===== src/rtl/core/assembler_token_scanner_defines.svh =====
// ---------------------------------------------------------------------------
// Assertion macros for the assembler token scanner
// Shared concurrent assertion forms, clocked on the rising edge and
// disabled while the asynchronous reset is asserted.
// ---------------------------------------------------------------------------
`ifndef ASSEMBLER_TOKEN_SCANNER_DEFINES_SVH
`define ASSEMBLER_TOKEN_SCANNER_DEFINES_SVH

// Same-cycle implication: when a holds, c holds in that cycle.
`define ATS_ASSERT_NOW(lbl, clk, rstn, a, c) \
	lbl: assert property (@(posedge clk) disable iff (!rstn) (a) |-> (c)) \
		else $error("scanner assertion failed");

// Next-cycle implication: when a holds, c holds in the following cycle.
`define ATS_ASSERT_NEXT(lbl, clk, rstn, a, c) \
	lbl: assert property (@(posedge clk) disable iff (!rstn) (a) |=> (c)) \
		else $error("scanner assertion failed");

`endif


===== src/rtl/core/ats_pkg.sv =====
// ---------------------------------------------------------------------------
// Assembler token scanner package
// Transaction types, scanner modes, commands and character codes.
// ---------------------------------------------------------------------------
`timescale 1ns / 1ps

package ats_pkg;

	// Width of the reported line count
	localparam int LINE_W = 16;

	// Depth of the queue between classifier and result stage
	localparam int QUEUE_DEPTH = 4;
	localparam int QUEUE_AW    = $clog2(QUEUE_DEPTH);

	// Character codes
	localparam logic [7:0] CH_NL     = 8'h0A;
	localparam logic [7:0] CH_CR     = 8'h0D;
	localparam logic [7:0] CH_TAB    = 8'h09;
	localparam logic [7:0] CH_SPACE  = 8'h20;
	localparam logic [7:0] CH_COMMA  = 8'h2C;
	localparam logic [7:0] CH_QUOTE  = 8'h27;
	localparam logic [7:0] CH_LBRACK = 8'h5B;
	localparam logic [7:0] CH_RBRACK = 8'h5D;
	localparam logic [7:0] CH_SEMI   = 8'h3B;

	typedef enum logic [1:0] {
		CMD_CHAR    = 2'd0,
		CMD_END     = 2'd1,
		CMD_RESTART = 2'd2
	} cmd_t;

	typedef enum logic [2:0] {
		MODE_BLANK   = 3'd0,
		MODE_WORD    = 3'd1,
		MODE_STRING  = 3'd2,
		MODE_BRACKET = 3'd3,
		MODE_COMMENT = 3'd4
	} mode_t;

	typedef struct packed {
		logic [1:0] command;
		logic [7:0] char_in;
	} in_item_t;

	typedef struct packed {
		logic              has_char;
		logic [7:0]        char_out;
		logic              token_end;
		logic [LINE_W-1:0] line_count;
		logic              last_of_step;
	} out_item_t;

	// One classified input: split marks a comma that first closes a word
	typedef struct packed {
		logic              split;
		logic              has_char;
		logic [7:0]        char_out;
		logic              token_end;
		logic [LINE_W-1:0] line_count;
	} entry_t;

endpackage


===== src/rtl/core/ats_front.sv =====
// ---------------------------------------------------------------------------
// Assembler token scanner classifier
// Accepts one transaction a cycle unless the queue is full, tracks mode and
// line counter and queues a classified entry for every input with results.
// ---------------------------------------------------------------------------
`timescale 1ns / 1ps

module ats_front import ats_pkg::*; #(
	parameter int LINE_BITS = 16
) (
	input  logic     clk,
	input  logic     arst_n,
	input  logic     push,
	input  in_item_t item,
	input  logic     q_full,
	output logic     q_push,
	output entry_t   q_data
);

	mode_t                mode_q;
	mode_t                mode_nxt;
	logic [LINE_BITS-1:0] line_q;
	logic [LINE_BITS-1:0] line_nxt;
	logic                 accept;
	logic                 emit;
	logic                 split;
	logic                 has;
	logic                 tok_end;
	logic [7:0]           ch;

	assign accept = push && !q_full;

	// Character classification and next mode
	always_comb begin
		mode_nxt = mode_q;
		line_nxt = line_q;
		emit     = 1'b0;
		split    = 1'b0;
		has      = 1'b0;
		tok_end  = 1'b0;
		ch       = item.char_in;
		unique case (item.command)
			CMD_RESTART: begin
				mode_nxt = MODE_BLANK;
				line_nxt = '0;
			end
			CMD_END: begin
				if (mode_q == MODE_WORD || mode_q == MODE_STRING ||
				    mode_q == MODE_BRACKET) begin
					emit    = 1'b1;
					tok_end = 1'b1;
				end
				mode_nxt = MODE_BLANK;
			end
			CMD_CHAR: begin
				if (mode_q == MODE_COMMENT) begin
					if (ch == CH_NL) mode_nxt = MODE_BLANK;
				end else begin
					priority if (ch == CH_NL) begin
						line_nxt = line_q + LINE_BITS'(1);
						emit     = 1'b1;
						has      = 1'b1;
						tok_end  = 1'b1;
						mode_nxt = MODE_BLANK;
					end else if (ch == CH_CR || ch == CH_TAB || ch == CH_SPACE) begin
						if (mode_q == MODE_WORD) begin
							emit     = 1'b1;
							tok_end  = 1'b1;
							mode_nxt = MODE_BLANK;
						end else if (mode_q == MODE_STRING || mode_q == MODE_BRACKET) begin
							emit = 1'b1;
							has  = 1'b1;
						end
					end else if (ch == CH_COMMA) begin
						emit = 1'b1;
						has  = 1'b1;
						if (mode_q != MODE_STRING && mode_q != MODE_BRACKET) begin
							split    = (mode_q == MODE_WORD);
							tok_end  = 1'b1;
							mode_nxt = MODE_BLANK;
						end
					end else if (ch == CH_QUOTE) begin
						if (mode_q == MODE_BLANK) begin
							emit     = 1'b1;
							has      = 1'b1;
							mode_nxt = MODE_STRING;
						end else if (mode_q == MODE_STRING) begin
							emit     = 1'b1;
							has      = 1'b1;
							tok_end  = 1'b1;
							mode_nxt = MODE_BLANK;
						end
					end else if (ch == CH_LBRACK) begin
						if (mode_q == MODE_BLANK) begin
							emit     = 1'b1;
							has      = 1'b1;
							mode_nxt = MODE_BRACKET;
						end else if (mode_q == MODE_STRING) begin
							emit = 1'b1;
							has  = 1'b1;
						end
					end else if (ch == CH_RBRACK) begin
						if (mode_q == MODE_BRACKET) begin
							emit     = 1'b1;
							has      = 1'b1;
							tok_end  = 1'b1;
							mode_nxt = MODE_BLANK;
						end else if (mode_q == MODE_STRING) begin
							emit = 1'b1;
							has  = 1'b1;
						end
					end else if (ch == CH_SEMI) begin
						if (mode_q == MODE_BLANK) begin
							mode_nxt = MODE_COMMENT;
						end else begin
							emit = 1'b1;
							has  = 1'b1;
						end
					end else begin
						emit = 1'b1;
						has  = 1'b1;
						if (mode_q == MODE_BLANK) mode_nxt = MODE_WORD;
					end
				end
			end
			default: begin
			end
		endcase
	end

	// Queue entry for the result stage
	always_comb begin
		q_push            = accept && emit;
		q_data.split      = split;
		q_data.has_char   = has;
		q_data.char_out   = has ? ch : 8'd0;
		q_data.token_end  = tok_end;
		q_data.line_count = LINE_W'(line_nxt);
	end

	// Scanner state
	always_ff @(posedge clk or negedge arst_n) begin
		if (!arst_n) begin
			mode_q <= MODE_BLANK;
			line_q <= '0;
		end else if (accept) begin
			mode_q <= mode_nxt;
			line_q <= line_nxt;
		end
	end

endmodule


===== src/rtl/core/ats_queue.sv =====
// ---------------------------------------------------------------------------
// Assembler token scanner entry queue
// Small first-in first-out buffer between classifier and result stage.
// ---------------------------------------------------------------------------
`timescale 1ns / 1ps

module ats_queue import ats_pkg::*; (
	input  logic   clk,
	input  logic   arst_n,
	input  logic   push,
	input  entry_t wr_data,
	output logic   full,
	input  logic   pop,
	output entry_t rd_data,
	output logic   empty
);

	entry_t              slot_q [QUEUE_DEPTH];
	logic [QUEUE_AW-1:0] wr_ptr_q;
	logic [QUEUE_AW-1:0] rd_ptr_q;
	logic [QUEUE_AW:0]   count_q;
	logic                do_push;
	logic                do_pop;

	assign full    = (count_q == (QUEUE_AW+1)'(QUEUE_DEPTH));
	assign empty   = (count_q == '0);
	assign do_push = push && !full;
	assign do_pop  = pop && !empty;
	assign rd_data = slot_q[rd_ptr_q];

	// Entry storage
	always_ff @(posedge clk) begin
		if (do_push) slot_q[wr_ptr_q] <= wr_data;
	end

	// Pointers and fill count
	always_ff @(posedge clk or negedge arst_n) begin
		if (!arst_n) begin
			wr_ptr_q <= '0;
			rd_ptr_q <= '0;
			count_q  <= '0;
		end else begin
			if (do_push) wr_ptr_q <= wr_ptr_q + QUEUE_AW'(1);
			if (do_pop)  rd_ptr_q <= rd_ptr_q + QUEUE_AW'(1);
			if (do_push && !do_pop)      count_q <= count_q + (QUEUE_AW+1)'(1);
			else if (do_pop && !do_push) count_q <= count_q - (QUEUE_AW+1)'(1);
		end
	end

endmodule


===== src/rtl/core/ats_back.sv =====
// ---------------------------------------------------------------------------
// Assembler token scanner result stage
// Turns queue entries into result transactions, splitting a comma after a
// word into a word end and a comma token, through one output register.
// ---------------------------------------------------------------------------
`timescale 1ns / 1ps

`include "assembler_token_scanner_defines.svh"

module ats_back import ats_pkg::*; (
	input  logic      clk,
	input  logic      arst_n,
	input  entry_t    q_head,
	input  logic      q_empty,
	output logic      q_pop,
	output out_item_t result,
	output logic      empty,
	input  logic      pop
);

	out_item_t out_q;
	out_item_t out_nxt;
	logic      out_valid_q;
	logic      phase_q;
	logic      load;
	logic      first_half;

	assign load       = !out_valid_q || pop;
	assign first_half = q_head.split && !phase_q;
	assign q_pop      = load && !q_empty && !first_half;
	assign result     = out_q;
	assign empty      = !out_valid_q;

	// Result selection: the word end of a split entry comes first
	always_comb begin
		if (first_half) begin
			out_nxt.has_char     = 1'b0;
			out_nxt.char_out     = 8'd0;
			out_nxt.token_end    = 1'b1;
			out_nxt.line_count   = q_head.line_count;
			out_nxt.last_of_step = 1'b0;
		end else begin
			out_nxt.has_char     = q_head.has_char;
			out_nxt.char_out     = q_head.char_out;
			out_nxt.token_end    = q_head.token_end;
			out_nxt.line_count   = q_head.line_count;
			out_nxt.last_of_step = 1'b1;
		end
	end

	// Output register payload
	always_ff @(posedge clk) begin
		if (load && !q_empty) out_q <= out_nxt;
	end

	// Output valid and split phase
	always_ff @(posedge clk or negedge arst_n) begin
		if (!arst_n) begin
			out_valid_q <= 1'b0;
			phase_q     <= 1'b0;
		end else if (load) begin
			out_valid_q <= !q_empty;
			if (!q_empty) phase_q <= first_half;
		end
	end

	// A pending second half keeps its entry at the queue head
	`ATS_ASSERT_NOW(a_phase_holds_head, clk, arst_n, phase_q, !q_empty && q_head.split)
	// While the second half is pending, the shown result is the word end
	`ATS_ASSERT_NOW(a_phase_shows_word_end, clk, arst_n, phase_q,
		out_valid_q && !out_q.last_of_step && out_q.token_end && !out_q.has_char)
	// Only the first half of a split entry is ever not the last of its step
	`ATS_ASSERT_NOW(a_not_last_is_split, clk, arst_n,
		out_valid_q && !out_q.last_of_step, phase_q)
	// Taking the word end brings out the comma token next
	`ATS_ASSERT_NEXT(a_comma_follows, clk, arst_n, phase_q && pop,
		out_valid_q && out_q.has_char && out_q.char_out == CH_COMMA && out_q.last_of_step)

endmodule


===== src/rtl/core/assembler_token_scanner.sv =====
// ---------------------------------------------------------------------------
// Assembler token scanner
// Splits a source character stream into assembler tokens, one character
// per transaction, with token end marks and a wrapping line count.
// ---------------------------------------------------------------------------
//   Channel   Handshake        Payload
//   input     push / full      item   (command, char_in)
//   result    pop / empty      result (has_char, char_out, token_end,
//                                      line_count, last_of_step)
//
// One input transaction is taken every cycle while full is low; the
// classifier decides it in the cycle of acceptance.
// Each input yields zero, one or two results; a comma closing a word
// yields a word end and then a comma token, all other inputs at most one.
// A four-entry queue between classifier and result stage absorbs result
// stalls; full rises only when that queue is full.
// Reset clears the scanner mode, line counter, queue and output register.
// ---------------------------------------------------------------------------
`timescale 1ns / 1ps

module assembler_token_scanner import ats_pkg::*; #(
	parameter int LINE_BITS = 16
) (
	input  logic      clk,
	input  logic      arst_n,
	input  logic      push,
	output logic      full,
	input  in_item_t  item,
	output logic      empty,
	input  logic      pop,
	output out_item_t result
);

	logic   q_push;
	entry_t q_wr_data;
	logic   q_full;
	logic   q_pop;
	entry_t q_head;
	logic   q_empty;

	assign full = q_full;

	ats_front #(
		.LINE_BITS (LINE_BITS)
	) u_front (
		.clk    (clk),
		.arst_n (arst_n),
		.push   (push),
		.item   (item),
		.q_full (q_full),
		.q_push (q_push),
		.q_data (q_wr_data)
	);

	ats_queue u_queue (
		.clk     (clk),
		.arst_n  (arst_n),
		.push    (q_push),
		.wr_data (q_wr_data),
		.full    (q_full),
		.pop     (q_pop),
		.rd_data (q_head),
		.empty   (q_empty)
	);

	ats_back u_back (
		.clk     (clk),
		.arst_n  (arst_n),
		.q_head  (q_head),
		.q_empty (q_empty),
		.q_pop   (q_pop),
		.result  (result),
		.empty   (empty),
		.pop     (pop)
	);

endmodule

===== config.mk =====
export PLATFORM = sky130hd
export DESIGN_NAME = assembler_token_scanner
export DESIGN_NICKNAME = d
export VERILOG_FILES = /design/src/rtl/core/ats_pkg.sv /design/src/rtl/core/ats_front.sv /design/src/rtl/core/ats_queue.sv /design/src/rtl/core/ats_back.sv /design/src/rtl/core/assembler_token_scanner.sv
export VERILOG_INCLUDE_DIRS = /design/src /design/src/rtl/core
export SDC_FILE = /design/constraint.sdc
export NUM_CORES = 1
export LEC_CHECK = 0
export BUFFER_PORTS_ARGS = -buffer_cell sky130_fd_sc_hd__buf_2
export CORE_ASPECT_RATIO = 0.9
export CORE_MARGIN = 2
export CORE_UTILIZATION = 55
export DETAILED_ROUTE_END_ITERATION = 8
export PLACE_DENSITY = 0.81
export SETUP_SLACK_MARGIN = 0.2
export SYNTH_ARGS = -nofsm -noshare
export SYNTH_HDL_FRONTEND = slang
export SYNTH_SLANG_ARGS = --single-unit

===== constraint.sdc =====
create_clock -name clk -period 6.1 [get_ports clk]
set_clock_uncertainty 0.15 [all_clocks]
set_input_delay 1.22 -clock clk [delete_from_list [all_inputs] [get_ports clk]]
set_output_delay 1.22 -clock clk [all_outputs]
set_load 0.05 [all_outputs]

Word-level counts from Yosys, hierarchy flattened
Memories as Yosys holds them, arrays and structs flattened.
Index checks and enable logic that the tools add are counted.
Storage, ports and cells
  ROM bits: 0
  memory bits (writable): 108
  word-level logic and storage cells: 141
  latch bits: 0
  input bits: 14
  output and inout bits: 29
  memories: 1
  bits in registers: 55
Operators by class
  div/mod/pow operators: 0
  $mul: 0
  equality and inequality tests: 25
  bitwise logic cells: 1
  shift operators: 0
  $add $sub $neg: 5
  magnitude comparators: 0
  muxes and demuxes: 66
  reductions and logical operators: 31
Memories
  u_queue.slot_q: words 4, bits a word 27, rd ports 1, clocked after memory_dff 0, write ports 1, line ats_queue.sv:18  | entry_t slot_q [QUEUE_DEPTH];
Operators with widths (count)
  3-bit 2-to-1 mux: 19
  1-bit 2-to-1 mux: 40
  8-bit by 6-bit equality test with 1-bit output, second input constant: 4
  16-bit 2-to-1 mux: 2
  16-bit one-hot mux with 2 select lines: 1
  8-bit by 4-bit equality test with 1-bit output, second input constant: 3
  16-bit by 1-bit adder with 16-bit output, second input constant: 1
  8-bit by 7-bit equality test with 1-bit output, second input constant: 2
  1-bit logical AND: 10
  9-bit AND reduction: 1
  8-bit 2-to-1 mux: 1
  8-bit by 2-bit inequality test with 1-bit output, second input constant: 1
  1-bit logical NOT: 7
  7-bit by 1-bit inequality test with 1-bit output, second input constant: 1
  7-bit by 2-bit inequality test with 1-bit output, second input constant: 1
  7-bit by 3-bit inequality test with 1-bit output, second input constant: 1
  3-bit by 2-bit equality test with 1-bit output, second input constant: 2
  3-bit equality test, second input constant: 2
  3-bit logical NOT: 2
  1-bit logical OR: 6
  3-bit by 2-bit inequality test with 1-bit output, second input constant: 2
  3-bit one-hot mux with 2 select lines: 1
  5-bit by 3-bit inequality test with 1-bit output, second input constant: 1
  2-bit by 1-bit adder with 2-bit output, second input constant: 2
  other kinds (13): 15

Logic depth before layout (Yosys ltp)
Gate-level depths: netlist of the first run.
  depth in word-level cells: 17
  mapped depth: 12
  mapped depth without buffers: 11

Cells and area by module
From an unflattened synthesis of the first run, not the netlist that was laid out.
Second synthesis, totals
  cells, all modules: 448
  area, all modules: 7078.0 sq um
Modules (own cells, without submodules)
  ats_queue: area an instance 4327.9 sq um, times used 1, sequential area each 3418.3 sq um, cells an instance 177
  ats_front: area an instance 1740.4 sq um, times used 1, sequential area each 475.5 sq um, cells an instance 223
  ats_back: area an instance 1009.7 sq um, times used 1, sequential area each 860.8 sq um, cells an instance 48

Worst setup path before layout of the first run
Ideal clock, no wire load.
  path type: input port to flip-flop
  from: input port pop
  to: register u_queue.count_q[1]
  data required time: 5.825 ns
  buffers on the path: 0
  library setup time: 0.125 ns
  setup slack: 1.795 ns
  stages on the path: 7
  data arrival time: 4.031 ns
  cells stage by stage: inv_1 > a21oi_1 > nand2_1 > ha_1 > inv_1 > fa_1 > mux2_2
On the way
  cells in the longest elaborated chain, start to end: 7
  elaborated cells on any way between the ends: 9
  classes of those cells: mux (1); reduce/logical (8)
RTL lines
  from (decl): line assembler_token_scanner.sv:30  | input logic pop,
  1-bit logical OR *: line ats_back.sv:28  | assign load = !out_valid_q || pop;
  1-bit logical AND * (2 in series): line ats_back.sv:30  | assign q_pop = load && !q_empty && !first_half;
  1-bit logical AND *: line ats_queue.sv:28  | assign do_pop = pop && !empty;
  1-bit logical NOT: line ats_queue.sv:45  | if (do_push && !do_pop) count_q <= count_q + (QUEUE_AW+1)'(1);
  1-bit logical AND: line ats_queue.sv:45
  3-bit 2-to-1 mux / 2-bit nonzero test (equally long branches)
  to (signal assigned): line ats_queue.sv:45
  to (signal assigned): line ats_queue.sv:46  | else if (do_pop && !do_push) count_q <= count_q - (QUEUE_AW+1)'(1);
  to (decl): line ats_queue.sv:21  | logic [QUEUE_AW:0] count_q;
Mark *: on every way between the ends. The rest lies on a longest branch, timed or not.
A chain may end at the register's enable or synchronous reset.

Worst setup path in the final report of the first run
  from: input port item[4] in the netlist's numbering
  to: register u_queue.count_q[2]
On the way
  cells in the longest elaborated chain, start to end: 15
  elaborated cells on any way between the ends: 27
  classes of those cells: eq/ne (9); mux (10); reduce/logical (8)
RTL lines
  from (decl): line assembler_token_scanner.sv:28  | input in_item_t item,
  8-bit by 6-bit equality test with 1-bit output: line ats_front.sv:112  | end else if (ch == CH_SEMI) begin
  1-bit 2-to-1 mux: line ats_front.sv:112
  1-bit 2-to-1 mux: line ats_front.sv:102  | end else if (ch == CH_RBRACK) begin
  1-bit 2-to-1 mux: line ats_front.sv:93  | end else if (ch == CH_LBRACK) begin
  1-bit 2-to-1 mux: line ats_front.sv:82  | end else if (ch == CH_QUOTE) begin
  1-bit 2-to-1 mux: line ats_front.sv:74  | end else if (ch == CH_COMMA) begin
  1-bit 2-to-1 mux: line ats_front.sv:65  | end else if (ch == CH_CR || ch == CH_TAB || ch == CH_SPACE) begin
  1-bit 2-to-1 mux *: line ats_front.sv:59  | priority if (ch == CH_NL) begin
  1-bit 2-to-1 mux *: line ats_front.sv:56  | if (mode_q == MODE_COMMENT) begin
  1-bit one-hot mux with 2 select lines *: line ats_front.sv:42  | unique case (item.command)
  1-bit logical AND *: line ats_front.sv:133  | q_push = accept && emit;
  1-bit logical AND *: line ats_queue.sv:27  | assign do_push = push && !full;
  via u_queue.do_push: line ats_queue.sv:22  | logic do_push;
  1-bit logical NOT: line ats_queue.sv:46
  1-bit logical AND: line ats_queue.sv:46
  2-bit nonzero test (no source line)
Mark *: on every way through the listed nets, which the timed path passes. The rest lies on a longest branch.

==> reports/results.tsv, run 1 <==
metric	value	unit
fraction of registers with async set or reset after synthesis	0.1718	
I/O pin cnt	43	
Register-to-Register Setup Slack	2.55	ns
Fmax achieved	249.0	MHz
number of clock sinks	163	
insertion delay to the later sink of the worst-skew pair	0.43	ns
share of synthesized area occupied by flip-flops and latches	0.6675	
largest cells by area after synthesis	edfxtp_1, dfrtp_1, mux4_2	
R2R Path End	u_queue.count_q[1]$_DFFE_PN0P_	
Final Hold Vio Count	0	
Post-synth EDFFs	135	
fraction of final layout cells with drive strength greater than 1	0.2324	
first-pass GRT wire length	21680	um
Final GP Congestion	0.9188	
Wirelength per Cell	19.47	um
Netlist Area Pre-Place	0.007123	mm^2
initial antenna violation count	0	
Final setup violation count	0	
Worst IR Drop VDD	0.2072	mV
yosys warns	0	
Iteration-0 DRC Markers	483	
floorplan die width	124.0	um
power share of the combinational group	0.260	
worst path cell trace	buf_2, or4b_4, nor4_1, nor2_1, o2bb2ai_1, o22ai_4, ha_1, inv_1, fa_1, xor2_1, nor2_1, xor2_1	
root buffer cell	clkbuf_16	
Period minus WS final	4.015	ns
total number of nets in the final design	533	
post-route cell area	0.008098	mm^2
buffer depth of the longest clock path	2	
WS Path Type	input pin to flop	
outcome	complete, no violations	
number of routed nets with antenna violations	0	
total core area	0.01269	mm^2
slowest stage delay, CP	0.54	ns
Resize count post-CTS	0	
Required @ worst endpoint	6.31	ns
switching share of power	0.3201	
Min-Delay Path Class	flop to flop	
internal power	2374	uW
Max-cap violations	0	
setup bufs post-CTS	0	
normalized max-slew margin	0.3473	
static leakage	0.003014	uW
number of hold-repair buffers added at the cts stage	0	
area added between synthesis and finish	13.68	%
final core area utilization	0.6383	
Hold Path Stages	1	
switching power total	1118	uW
hold path startpoint	u_queue.count_q[2]$_DFFE_PN0P_	
crit end category	flop	
number of placement rows	39	
Min-Delay Endpoint	u_queue.count_q[2]$_DFFE_PN0P_	
dominant synthesized flop cell	edfxtp_1	
final critical-path share of the clock period	0.6582	
CTS tree	done	
vertical extent of the die	112.0	um
all-layer global routing usage	0.2142	
cell with the largest stage delay on the worst path	or4b_4	
CP max FO	7	
first-pass iteration count of the detailed router	5	
count of different cell masters after synthesis	60	
reg-to-reg startpoint	u_queue.rd_ptr_q[0]$_DFFE_PN0P_	
post-synthesis register bit count	163	
commonest non-fill, non-tap cell in the layout	edfxtp_1	
startpoint type of the worst setup path	input pin	
initial standard-cell utilization of the core	0.5614	
detailed-route vias per instance	6.064	
Max H-tree Level	4	
clock input transition at the sequential cells of the worst setup and hold paths	0.06	ns
slew at the pin closest to its max-slew limit	0.9790	ns
Total Routed Length	13420	um
total power density per cell area	431.2	mW/mm^2
half-perimeter wire length after detailed placement	8394	um
Slew Viols, Final	0	
area fraction of the dominant cell type after synthesis	0.5691	
summed negative setup slack over all endpoints	0	ns
number of buffers added on ports	42	
post-synthesis cell count	466	
number of vias in the routed layout	4178	
number of antenna diodes	0	
overall die area	0.01388	mm^2
cell count of the worst reg-to-reg path	9	
setup repair after global routing missed its margin	no	
mean instance size in the synthesized netlist	15.29	um^2
DRC Markers	0	
post-synthesis net count	487	
grt total ovfl	0	
post-place instance area	0.007505	mm^2
relative contribution of sequential cells to total power	0.436	
critical path data arrival time	4.22	ns
worst setup path startpoint	item[4]	
vias in the first global route	4069	
TritonCTS Buffers	17	
portion of total power attributed to the clock network	0.303	
most frequent cells in the layout	edfxtp_1, buf_2, nor2_1, mux4_2, dfrtp_1	
largest net degree at the start of global routing	32	
largest area contributor in the netlist	edfxtp_1	
## metrics by stage
| stage | setup WS (ns) | hold slack (ns) | cells | total power, uW |
|---|---|---|---|---|
| global placement | 1.868 | 0.3108 | 657 | 2445 |
| detailed placement | 1.644 | 0.3163 | 657 | 2460 |
| finish | 2.085 | 0.3429 | 689 | 3492 |
| global route | 1.821 | 0.3560 | 689 | 3638 |
| CTS | 2.089 | 0.3431 | 689 | 3520 |
| floorplan | 1.795 | 0.3012 | 466 | 2246 |
## power by group through the flow
| stage | registers, uW | clock network (uW) | logic [uW] |
|---|---|---|---|
| 6_report | 1520 | 1060 | 909 |
| 5_1_grt | 1550 | 1120 | 968 |
| 4_1_cts | 1530 | 1070 | 919 |
| 3_5_place_dp | 1550 | 0 | 910 |
| 3_3_place_gp | 1540 | 0 | 901 |
| 2_1_floorplan | 1770 | 0 | 480 |
## critical path, delay by kind of cell
family | cells | cell delay [ns]
and+or+nand+nor | 4 | 1.33
adders and majority gates | 2 | 0.68
AOI/OAI and AO/OA | 2 | 0.47
xor gates and xnor gates | 2 | 0.30
buffers and inverters | 2 | 0.22
## cell usage after synthesis, types with 3 or more instances
cell	instances
edfxtp_1	135
dfrtp_1	28
mux4_2	27
nor2_1	27
nand2_1	23
o21ai_0	22
nor2b_1	17
clkbuf_1	14
a21oi_1	12
and2_1	12
xor2_1	12
o31ai_1	11
inv_1	8
nand3_1	8
xnor2_1	8
nand2b_1	7
nor3_1	7
a31oi_1	6
ha_1	6
nand3b_1	6
nand4_1	5
and3_1	4
buf_2	4
nor4_1	4
a22o_1	3
and3b_1	3
buf_1	3
o211ai_1	3
## final cells by class
| class | instances | area (um^2) |
|---|---|---|
| Clock buffer | 18 | 429.2 |
| Clock inverter | 14 | 163.9 |
| Fill cell | 896 | 4589 |
| Inverter | 8 | 30.03 |
| Multi-Input combinational cell | 272 | 2243 |
| Sequential cell | 163 | 4756 |
| Tap cell | 164 | 205.2 |
| Timing Repair Buffer | 50 | 270.3 |
## worst max-delay path by stage
stage                                                 to  slack [ns]  cells past startpoint
final                     u_queue.count_q[2]$_DFFE_PN0P_        2.08                     12
after global routing      u_queue.count_q[2]$_DFFE_PN0P_        1.82                     12
after CTS                 u_queue.count_q[2]$_DFFE_PN0P_        2.09                     12
after detailed placement  u_queue.count_q[2]$_DFFE_PN0P_        1.64                     12
after global placement    u_queue.count_q[2]$_DFFE_PN0P_        1.87                     12
after floorplan           u_queue.count_q[1]$_DFFE_PN0P_        1.79                      7
## cells by family (layout without fill, tap and decap cells)
kind of cell | count (synthesis) | count (layout) | share of synthesized area
buf+inv | 31 | 90 | 0.01915
simple gates | 145 | 145 | 0.1184
fa+ha+maj | 8 | 8 | 0.01475
flops | 163 | 163 | 0.6675
compound gates | 69 | 69 | 0.06570
mux | 30 | 30 | 0.08993
xor+xnor | 20 | 20 | 0.02459
## flip-flops by register name, indices dropped and copies added, names as in the netlist
name	flops
u_back.phase_q	1
u_queue.rd_ptr_q	2
u_front.line_q	16
u_front.mode_q	3
u_queue.slot_q	108
u_queue.wr_ptr_q	2
u_queue.count_q	3
u_back.result	27
u_back.out_valid_q	1
## per-layer routing
layer  vias up  track usage  routed length (um)
met5         -            0                   0
li1       1893            -                   -
met4         0      0.07116                 265
met2       175       0.3300                6563
met3        26      0.05738                 897
met1      2084       0.3003                5689
No activity file was read; power rests on OpenSTA's default activity.
==> run 2, diff against run 1 <==
==> constraint.sdc (replaced) <==
create_clock -name clk -period 3.9 [get_ports clk]
set_clock_uncertainty 0.15 [all_clocks]
set_input_delay 0.78 -clock clk [delete_from_list [all_inputs] [get_ports clk]]
set_output_delay 0.78 -clock clk [all_outputs]
set_load 0.05 [all_outputs]
==> run 2 against run 1 <==
Register-to-register slack got worse by 1.9 ns. Routed wire length decreased by 1.1%. Critical path depth increased by 1. Clock-buffer cell count decreased by 1. First-iteration DRC count decreased by 25%. Via count decreased by 0.34%. Utilization increased by 0.20 points. Clock power increased by 49%. Worst setup slack got worse by 1.5 ns. Die area unchanged. Critical path type unchanged. Critical endpoint unchanged. Largest cell class unchanged. Highest routed layer unchanged.
==> reports/results.tsv, run 2 (same netlist as run 1, synthesis figures left out) <==
metric	value	unit	change
total number of nets in the final design	540		+1.3%
insertion delay to the later sink of the worst-skew pair	0.43	ns	about the same
Min-Delay Path Class	input pin to async pin		
portion of total power attributed to the clock network	0.293		-0.010
internal power	3572	uW	+50%
global routing met1 resource utilization	0.2661		-0.03415
number of routed nets with antenna violations	0		unchanged
slew at the pin closest to its max-slew limit	0.7222	ns	-0.2568 ns
DRC Markers	0		unchanged
setup bufs post-CTS	0		unchanged
CP max FO	7		unchanged
clock input transition at the sequential cells of the worst setup and hold paths	0.07	ns	about the same
most frequent cells in the layout	edfxtp_1, buf_2, nor2_1, mux4_2, dfrtp_1		
summed negative setup slack over all endpoints	0	ns	unchanged
Total Routed Length	13270	um	-1.1%
setup repair after global routing missed its margin	no		
Biggest register	u_queue.slot_q		
power share of the combinational group	0.282		+0.022
reg-to-reg startpoint	u_queue.count_q[2]$_DFFE_PN0P_		
R2R Path End	u_queue.count_q[2]$_DFFE_PN0P_		
largest net degree at the start of global routing	31		-3.1%
cell count of the worst reg-to-reg path	11		+2
initial standard-cell utilization of the core	0.5614		unchanged
Iteration-0 DRC Markers	363		-25%
number of clock sinks	163		unchanged
startpoint type of the worst setup path	input pin		
TritonCTS Buffers	17		unchanged
Cell Count Post-Placement	664		+1.1%
total core area	0.01269	mm^2	unchanged
worst-case hold slack	0.2165	ns	-0.1264 ns
initial antenna violation count	0		unchanged
Final GP Congestion	0.8589		-6.5%
Period minus WS final	3.326	ns	
Resize count post-CTS	0		unchanged
total power density per cell area	665.7	mW/mm^2	+54%
critical path data arrival time	3.53	ns	-0.69 ns
Final Hold Vio Count	0		unchanged
outcome	complete, no violations		
Required @ worst endpoint	4.10	ns	-2.21 ns
commonest non-fill, non-tap cell in the layout	edfxtp_1		
Fmax achieved	300.7	MHz	
vertical extent of the die	112.0	um	unchanged
Slew Viols, Final	0		unchanged
vias in the first global route	4140		+1.7%
Max H-tree Level	4		unchanged
detailed-route vias per instance	5.983		-1.3%
crit end category	flop		
half-perimeter wire length after detailed placement	8379	um	-0.18%
WS Path Type	input pin to flop		
CTS tree	done		
number of placement rows	39		unchanged
Max-cap violations	0		unchanged
Final setup violation count	0		unchanged
first-pass GRT wire length	21130	um	-2.5%
overall die area	0.01388	mm^2	unchanged
fraction of final layout cells with drive strength greater than 1	0.2481		+0.01574
switching power total	1836	uW	+64%
number of buffers added on ports	42		unchanged
switching share of power	0.3395		+0.01937
max FFs per register	108		unchanged
met2 track demand over resource in global routing	0.3381		+0.008059
grt total ovfl	0		unchanged
final critical-path share of the clock period	0.8527		
number of antenna diodes	0		unchanged
met3 capacity usage during global routing	0.05174		-0.005635
number of vias in the routed layout	4164		-0.34%
normalized max-slew margin	0.5185		+0.1712
first-pass iteration count of the detailed router	5		unchanged
floorplan die width	124.0	um	unchanged
all-layer global routing usage	0.2077		-0.006487
relative contribution of sequential cells to total power	0.425		-0.011
Worst IR Drop VDD	0.3002	mV	+45%
Register-to-Register Setup Slack	0.60	ns	-1.95 ns
number of hold-repair buffers added at the cts stage	0		unchanged
busiest grt layer	met2		
I/O pin cnt	43		unchanged
worst setup path startpoint	item[4]		
static leakage	0.003046	uW	+1.1%
area added between synthesis and finish	14.03	%	
non-filler cells, final	696		+1.0%
root buffer cell	clkbuf_16		
buffer depth of the longest clock path	2		unchanged
Wirelength per Cell	19.06	um	-2.1%
run 2: cell types whose count changed in the layout (fill, tap and decap cells not counted):
cell / before / now
clkinvlp_4: 1 / 0
clkinv_1: 2 / 0
inv_8: 0 / 5
buf_4: 8 / 15
clkinv_4: 5 / 3
clkinv_2: 3 / 1
inv_6: 0 / 6
clkbuf_1: 1 / 0
bufinv_16: 3 / 0
run 2: worst max-delay path, stage by stage:
cell	delay, ns
buf_2	0.14
or4b_4	0.55
nor4_1	0.23
buf_4	0.19
nor2_1	0.05
o2bb2ai_1	0.16
o22ai_4	0.25
ha_1	0.25
inv_1	0.07
fa_1	0.43
xor2_1	0.15
nor2_1	0.11
xor2_1	0.15
run 2: through the flow:
step | util | total power (uW) | setup slack, ns | cell area, um^2
after floorplan | - | 3513 | 0.3387 | 7127
after global placement | 0.5957 | 3819 | 0.2517 | 7557
after detailed placement | 0.5957 | 3865 | 0.1824 | 7557
after CTS | 0.6402 | 5451 | 0.5856 | 8123
after global routing | 0.6402 | 5631 | 0.3887 | 8123
final | 0.6402 | 5407 | 0.5745 | 8123
run 2: per-layer routing:
metal  vias up  wire length [um]  part of all wire
met5         -                 0                 0
met4         0               208             0.016
met3        19               896             0.068
met2       162              6879              0.52
met1      2068              5282              0.40
li1       1915                 -                 -
run 2: cell type report:
cell class                      instances  area (um^2)
Sequential cell                       163         4756
Fill cell                             894         4564
Multi-Input combinational cell        272         2243
Clock buffer                           17        425.4
Timing Repair Buffer                   57        322.8
Tap cell                              164        205.2
Clock inverter                         15        140.1
Inverter                                8        30.03
run 2: power by group through the flow:
stage / registers, uW / logic, uW / clock network (uW)
after detailed placement: 2330 / 1530 / 0
after global routing: 2330 / 1630 / 1670
after floorplan: 2760 / 752 / 0
final: 2300 / 1530 / 1580
after global placement: 2320 / 1500 / 0
after CTS: 2300 / 1540 / 1600
run 2: worst max path at each step:
stage / end / slack, ns / cells after the start
3_3_place_gp: u_queue.count_q[2]$_DFFE_PN0P_ / 0.25 / 13
5_1_grt: u_queue.count_q[2]$_DFFE_PN0P_ / 0.39 / 11
3_5_place_dp: u_queue.count_q[2]$_DFFE_PN0P_ / 0.18 / 13
4_1_cts: u_queue.count_q[2]$_DFFE_PN0P_ / 0.59 / 11
2_1_floorplan: u_queue.count_q[1]$_DFFE_PN0P_ / 0.34 / 9
6_report: u_queue.count_q[2]$_DFFE_PN0P_ / 0.57 / 13
